==> src/rtl/core/brbks_pkg.sv <==
// ----------------------------------------------------------------------------
// brbks_pkg
// Shared types and constants of the byte ring buffer with key search.
// ----------------------------------------------------------------------------
package brbks_pkg;

   // depth must be a power of two
   localparam int DEPTH       = 4096;
   localparam int MAX_REQUEST = 64;
   localparam int PTR_W       = $clog2(DEPTH);
   localparam int CNT_W       = $clog2(MAX_REQUEST + 1);
   localparam int QUEUE_DEPTH = 2;
   localparam int QIDX_W      = $clog2(QUEUE_DEPTH);

   localparam int CMD_W    = 3;
   localparam int REQ_CNT_W = 7;
   localparam int FIELD_W  = 12;
   localparam int KEY_W    = 64;
   localparam int KLEN_W   = 4;
   localparam int KEY_MAX  = 8;
   localparam int CSR_IDX_W = 1;

   localparam logic [CSR_IDX_W-1:0] REG_KEY_BYTES = 1'd0;
   localparam logic [CSR_IDX_W-1:0] REG_KEY_LEN   = 1'd1;

   localparam logic [KEY_W-1:0]  KEY_BYTES_RESET = 64'd16777216;
   localparam logic [KLEN_W-1:0] KEY_LEN_RESET   = 4'd4;

   localparam logic [CMD_W-1:0] CMD_WRITE  = 3'd0;
   localparam logic [CMD_W-1:0] CMD_READ   = 3'd1;
   localparam logic [CMD_W-1:0] CMD_PEEK   = 3'd2;
   localparam logic [CMD_W-1:0] CMD_SKIP   = 3'd3;
   localparam logic [CMD_W-1:0] CMD_SEARCH = 3'd4;
   localparam logic [CMD_W-1:0] CMD_CLEAR  = 3'd5;

   localparam logic [1:0] ST_OK        = 2'd0;
   localparam logic [1:0] ST_FULL      = 2'd1;
   localparam logic [1:0] ST_EMPTY     = 2'd2;
   localparam logic [1:0] ST_NOT_FOUND = 2'd3;

   typedef enum logic [2:0] {
      OP_WRITE  = 3'd0,
      OP_READ   = 3'd1,
      OP_PEEK   = 3'd2,
      OP_SKIP   = 3'd3,
      OP_SEARCH = 3'd4,
      OP_CLEAR  = 3'd5
   } op_type;

   typedef struct packed {
      op_type             op;
      logic [7:0]         data_byte;
      logic               burst_end;
      logic [CNT_W-1:0]   count;
   } entry_type;

   typedef struct packed {
      logic      valid;
      entry_type entry;
   } queue_head_type;

   function automatic logic [FIELD_W-1:0] sat12(input logic [31:0] v);
      return (v > 32'd4095) ? 12'hFFF : v[FIELD_W-1:0];
   endfunction

endpackage

==> src/rtl/core/brbks_req_if.sv <==
// ----------------------------------------------------------------------------
// brbks_req_if
// Request channel: command items into the buffer.
// ----------------------------------------------------------------------------
interface brbks_req_if;
   logic       valid;
   logic       ready;
   logic [2:0] cmd;
   logic [7:0] data_byte;
   logic       burst_end;
   logic [6:0] count;

   modport source (output valid, cmd, data_byte, burst_end, count, input ready);
   modport sink   (input valid, cmd, data_byte, burst_end, count, output ready);
endinterface

==> src/rtl/core/brbks_front.sv <==
// ----------------------------------------------------------------------------
// brbks_front
// Accepts requests, decodes the command, clamps the count and queues them.
// ----------------------------------------------------------------------------
module brbks_front
   import brbks_pkg::*;
(
   input  logic           clock,
   input  logic           reset,
   brbks_req_if.sink      req_ch,
   input  logic           pop,
   output queue_head_type head
);

   entry_type               q_ff [QUEUE_DEPTH];
   logic [QIDX_W-1:0]       wr_idx_ff, wr_idx_in;
   logic [QIDX_W-1:0]       rd_idx_ff, rd_idx_in;
   logic [QIDX_W:0]         cnt_ff, cnt_in;
   logic                    take;
   logic                    known;
   entry_type               dec;

   assign req_ch.ready = (cnt_ff != (QIDX_W+1)'(QUEUE_DEPTH));
   assign take         = req_ch.valid && req_ch.ready;

   always_comb begin
      known         = 1'b1;
      dec.op        = OP_WRITE;
      dec.data_byte = req_ch.data_byte;
      dec.burst_end = req_ch.burst_end;
      dec.count     = (req_ch.count > REQ_CNT_W'(MAX_REQUEST)) ?
                      CNT_W'(MAX_REQUEST) : CNT_W'(req_ch.count);
      unique case (req_ch.cmd)
         CMD_WRITE:  dec.op = OP_WRITE;
         CMD_READ:   dec.op = OP_READ;
         CMD_PEEK:   dec.op = OP_PEEK;
         CMD_SKIP:   dec.op = OP_SKIP;
         CMD_SEARCH: dec.op = OP_SEARCH;
         CMD_CLEAR:  dec.op = OP_CLEAR;
         default:    known  = 1'b0;
      endcase
   end

   // unused commands are taken and dropped here
   always_comb begin
      wr_idx_in = wr_idx_ff;
      rd_idx_in = rd_idx_ff;
      cnt_in    = cnt_ff;
      if (take && known) begin
         wr_idx_in = wr_idx_ff + 1'b1;
         cnt_in    = cnt_in + 1'b1;
      end
      if (pop) begin
         rd_idx_in = rd_idx_ff + 1'b1;
         cnt_in    = cnt_in - 1'b1;
      end
   end

   always_ff @(posedge clock) begin
      if (reset) begin
         wr_idx_ff <= '0;
         rd_idx_ff <= '0;
         cnt_ff    <= '0;
      end else begin
         wr_idx_ff <= wr_idx_in;
         rd_idx_ff <= rd_idx_in;
         cnt_ff    <= cnt_in;
      end
   end

   always_ff @(posedge clock) begin
      if (take && known) begin
         q_ff[wr_idx_ff] <= dec;
      end
   end

   assign head.valid = (cnt_ff != '0);
   assign head.entry = q_ff[rd_idx_ff];

endmodule

==> src/flat_wrapper.sv <==
// flat-port wrapper written by rule: the top's interface ports become plain ports
module brbks_front_flat import brbks_pkg::*;
  (clock, reset, pop, head, req_ch_valid, req_ch_cmd, req_ch_data_byte, req_ch_burst_end, req_ch_count, req_ch_ready);
  brbks_req_if req_ch_i ();
  input  logic clock;
  input  logic reset;
  input  logic pop;
  output queue_head_type head;
  input wire logic [$bits(req_ch_i.valid)-1:0] req_ch_valid;
  input wire logic [$bits(req_ch_i.cmd)-1:0] req_ch_cmd;
  input wire logic [$bits(req_ch_i.data_byte)-1:0] req_ch_data_byte;
  input wire logic [$bits(req_ch_i.burst_end)-1:0] req_ch_burst_end;
  input wire logic [$bits(req_ch_i.count)-1:0] req_ch_count;
  output wire logic [$bits(req_ch_i.ready)-1:0] req_ch_ready;
  assign req_ch_i.valid = req_ch_valid;
  assign req_ch_i.cmd = req_ch_cmd;
  assign req_ch_i.data_byte = req_ch_data_byte;
  assign req_ch_i.burst_end = req_ch_burst_end;
  assign req_ch_i.count = req_ch_count;
  assign req_ch_ready = req_ch_i.ready;
  brbks_front u_core (.clock(clock), .reset(reset), .req_ch(req_ch_i), .pop(pop), .head(head));
endmodule
==> config.mk <==
export PLATFORM = sky130hd
export DESIGN_NAME = brbks_front_flat
export DESIGN_NICKNAME = d
export VERILOG_FILES = /design/src/rtl/core/brbks_pkg.sv /design/src/rtl/core/brbks_req_if.sv /design/src/rtl/core/brbks_front.sv /design/src/flat_wrapper.sv
export SDC_FILE = /design/constraint.sdc
export NUM_CORES = 1
export LEC_CHECK = 0
export ABC_CLOCK_PERIOD_IN_PS = 2300
export BUFFER_PORTS_ARGS = -buffer_cell sky130_fd_sc_hd__clkbuf_2
export CAP_MARGIN = 5
export CORE_ASPECT_RATIO = 1.1
export CORE_UTILIZATION = 47
export CTS_CLUSTER_SIZE = 14
export DETAILED_ROUTE_END_ITERATION = 8
export PLACE_DENSITY = 0.75
export SYNTH_ARGS = -nofsm -noshare
export SYNTH_HDL_FRONTEND = slang
export SYNTH_SLANG_ARGS = --single-unit
==> constraint.sdc <==
create_clock -name clock -period 2.3 [get_ports clock]
set_input_delay 0.345 -clock clock [delete_from_list [all_inputs] [get_ports clock]]
set_output_delay 0.345 -clock clock [all_outputs]
set_load 0.02 [all_outputs]
==> flow_summary.yaml <==
outcome:
  status: "complete, no violations"
timing:
  timing.final.crit_period_ps: 2090
  fmax_mhz: 478
  rsz0062_at_grt: "false"
  clock-skew-final_ps: 3.86
  hold_viol: 0
  finalSetupViolCount: 0
  setup_slack_ps: 208
  maxSlewViolCount: 0
  setup_tns_ps: 0
  period_share_pct: 90.9
  tightest_slew_ps: 424
  slew_headroom_pct: 71.7
finish:
  stdcell_count: 206
  drive_gt1_share_pct: 46.8
  fin_nets: 185
  area_delta_synth_final_pct: 20.2
  nFillCells: 276
  n_antenna_cell: 0
  seqCellArea_um2: 1240
  final_area_um2: 2110
  multi_input_area_um2: 474
synth:
  synth.area.top_cells: "edfxtp_1 (65%), mux2_2 (12%), dfxtp_1 (5.7%)"
  synth_edf_count: 38
  synthCells: 107
  synth_seq_area_share_pct: 70.7
  yosysWarnings: 0
  synthTopCellsByCount: "edfxtp_1 (38), mux2_2 (18), inv_1 (7), nor2_1 (7), nor2b_1 (6)"
  synth_nets: 135
  post_synth.cell_area_avg_um2: 16.4
  synth-seq-cells: 43
  ys_async_sr_fraction_pct: 0
  synth_top_area_share_pct: 65.0
  yosysMostFrequentCell: "edfxtp_1"
  synth_flop_cell: "edfxtp_1"
  ys_types: 22
  syn-cell-area_um2: 1760
  synth_top_area_cell: "edfxtp_1"
placed_design:
  dp.cells: 198
  io_buffers: 43
  post_dp_cell_area_um2: 2060
  hpwl_um: 1970
  place_ws_ps: 418
  place_congestion: 0.779
clock_network:
  cts_made_buffers: 5
  root_buffer: "clkbuf_4"
  post-cts-setup-buffers: 0
  clkLatencyLatePin_ps: 350
  clk_pin_slew_ps: 120
  htree_num_levels: 2
  clock-sinks: 43
  tritoncts: "built"
  clock_path_buffers: 2
  holdBufCountCts: 0
  ctsResizeCount: 0
floorplanning:
  die_y_um: 66.1
  pin_count: 44
  die_area_um2: 3990
  core_area_um2: 3440
  start_util_pct: 51.1
  die_x_um: 60.3
  std_cell_rows: 22
setup_path:
  cp_max_fo: 11
  regToRegSetupSlack_ps: 400
  ff2ff_path_depth: 5
  cp_cell_sequence: "buf_4, mux2_2, clkbuf_2"
  start_kind: "flop"
  worstReg2RegStart: "u_core.cnt_ff[0]$_SDFF_PP0_"
  reg2reg_to: "u_core.q_ff[1][8]$_DFFE_PP_"
  end_kind: "output port"
  path_buf_inv: 2
  critPathSlowestCell: "dfxtp_1"
  critPathTopFamily: "flip-flops"
  cp.required_ps: 1960
  crit_type: "reg -> out"
  arrival_ps: 1750
  slowest_delay_ps: 600
detailed_routing:
  wirelength_um: 2710
  vias: 993
  dr_wl_met3_um: 163
  route.met2.wl_um: 1340
  highest_layer: "met4"
  drt-met1-wl_um: 1150
  first_iter_violations: 29
  dr.pass1.iters: 4
  wl_per_cell_um: 13.1
  ant_nets: 0
  drc: 0
  viasPerCell: 4.82
grt:
  antenna_found_initial: 0
  grt_pass1_wl_um: 4280
  grt_start_max_net_pins: 16
  grt_pass1_vias: 995
  grtUsageTotal_pct: 15.5
  overflow: 0
hold_path:
  hold_class: "in -> reg"
  min_from: "req_ch_data_byte[1]"
  hold_path_end: "u_core.q_ff[1][9]$_DFFE_PP_"
  hold_depth: 1
power_and_ir_drop:
  p_switching_uw: 502
  pwr-share-clk_pct: 19.3
  p_int_uw: 1240
  leakage_uw: 0.000830
  share_comb_of_total_power_pct: 23.8
  switching_share_pct: 28.8
  seq_power_share_pct: 56.9
  ir_drop_v: 0.000487
  p_per_area_nw_per_um2: 824
flow_run:
  drv_cap: 0
-- cell families after synthesis --
kind of cell / count (synthesis) / share of synthesized area (%)
xor+xnor: 4 / 1.99
flops: 43 / 70.7
buf+inv: 11 / 2.49
fa+ha+maj: 5 / 3.56
mux: 19 / 12.2
compound gates: 4 / 1.64
simple gates: 21 / 7.48
-- state kept, by name, summed over array words and instances, names as in the netlist, named ones only --
signal            cells
u_core.wr_idx_ff      1
u_core.cnt_ff         2
u_core.rd_idx_ff      1
u_core.q_ff          38
-- stage by stage --
| stage | power (µW) | hold slack [ps] | utilization (%) |
|---|---|---|---|
| floorplan | 1280 | 444 | - |
| global route | 1830 | 149 | 61.4 |
| CTS | 1760 | 160 | 61.4 |
| detailed placement | 1430 | 504 | 59.9 |
| finish | 1740 | 178 | 61.4 |
| global placement | 1420 | 498 | 59.9 |
-- metal layers --
layer  up-vias  GRT usage, %
li1        493             -
met1       460          16.1
met2        33          26.2
met3         7          6.07
met4         0          8.72
met5         -             0
-- layout by cell type (no fill, tap or decap), drive strengths merged --
cell and n:
and2 1, edfxtp 38, nor3b 1, a21oi 1, o21a 1, clkinvlp 1, clkbuf 48, and3b 1
o21ai 1, a2111o 1, inv 7, or3b 1, mux2 19, nand4 2, dfxtp 5, buf 4
or4 1, nor2b 6, nor4b 1, nor2 7, xnor2 4, ha 5, clkinv 2
-- final cells by class --
type | instances | area share (%)
inverter | 7 | 1.24
clock buffer | 5 | 1.78
multi-input combinational | 53 | 22.5
clock inverter | 3 | 0.711
tap | 48 | 2.84
timing repair buffer | 47 | 12.2
sequential | 43 | 58.8
-- worst reg2reg max path, cell delays in order (launching register included) --
cell     delay, ps
dfxtp_1        450
inv_1           90
ha_1           240
nor3b_2        310
and2_1         340
buf_12         190
-- power by group through the flow --
stage / sequential, µW / clock [µW] / combinational (µW)
6_report: 992 / 336 / 414
2_1_floorplan: 994 / 0 / 287
3_3_place_gp: 1000 / 0 / 412
5_1_grt: 1000 / 382 / 450
3_5_place_dp: 1010 / 0 / 416
4_1_cts: 993 / 349 / 420
-- worst max path at each step --
stage,start,endpoint,depth (start not counted)
after CTS,flop,head[10],3
after detailed placement,u_core.cnt_ff[0]$_SDFF_PP0_,u_core.q_ff[1][9]$_DFFE_PP_,5
final,flop,head[10],3
after floorplan,u_core.cnt_ff[0]$_SDFF_PP0_,u_core.q_ff[0][0]$_DFFE_PP_,4
after global placement,u_core.cnt_ff[0]$_SDFF_PP0_,u_core.q_ff[1][9]$_DFFE_PP_,5
after global routing,flop,head[10],3
(Power assumes the default switching activity.)
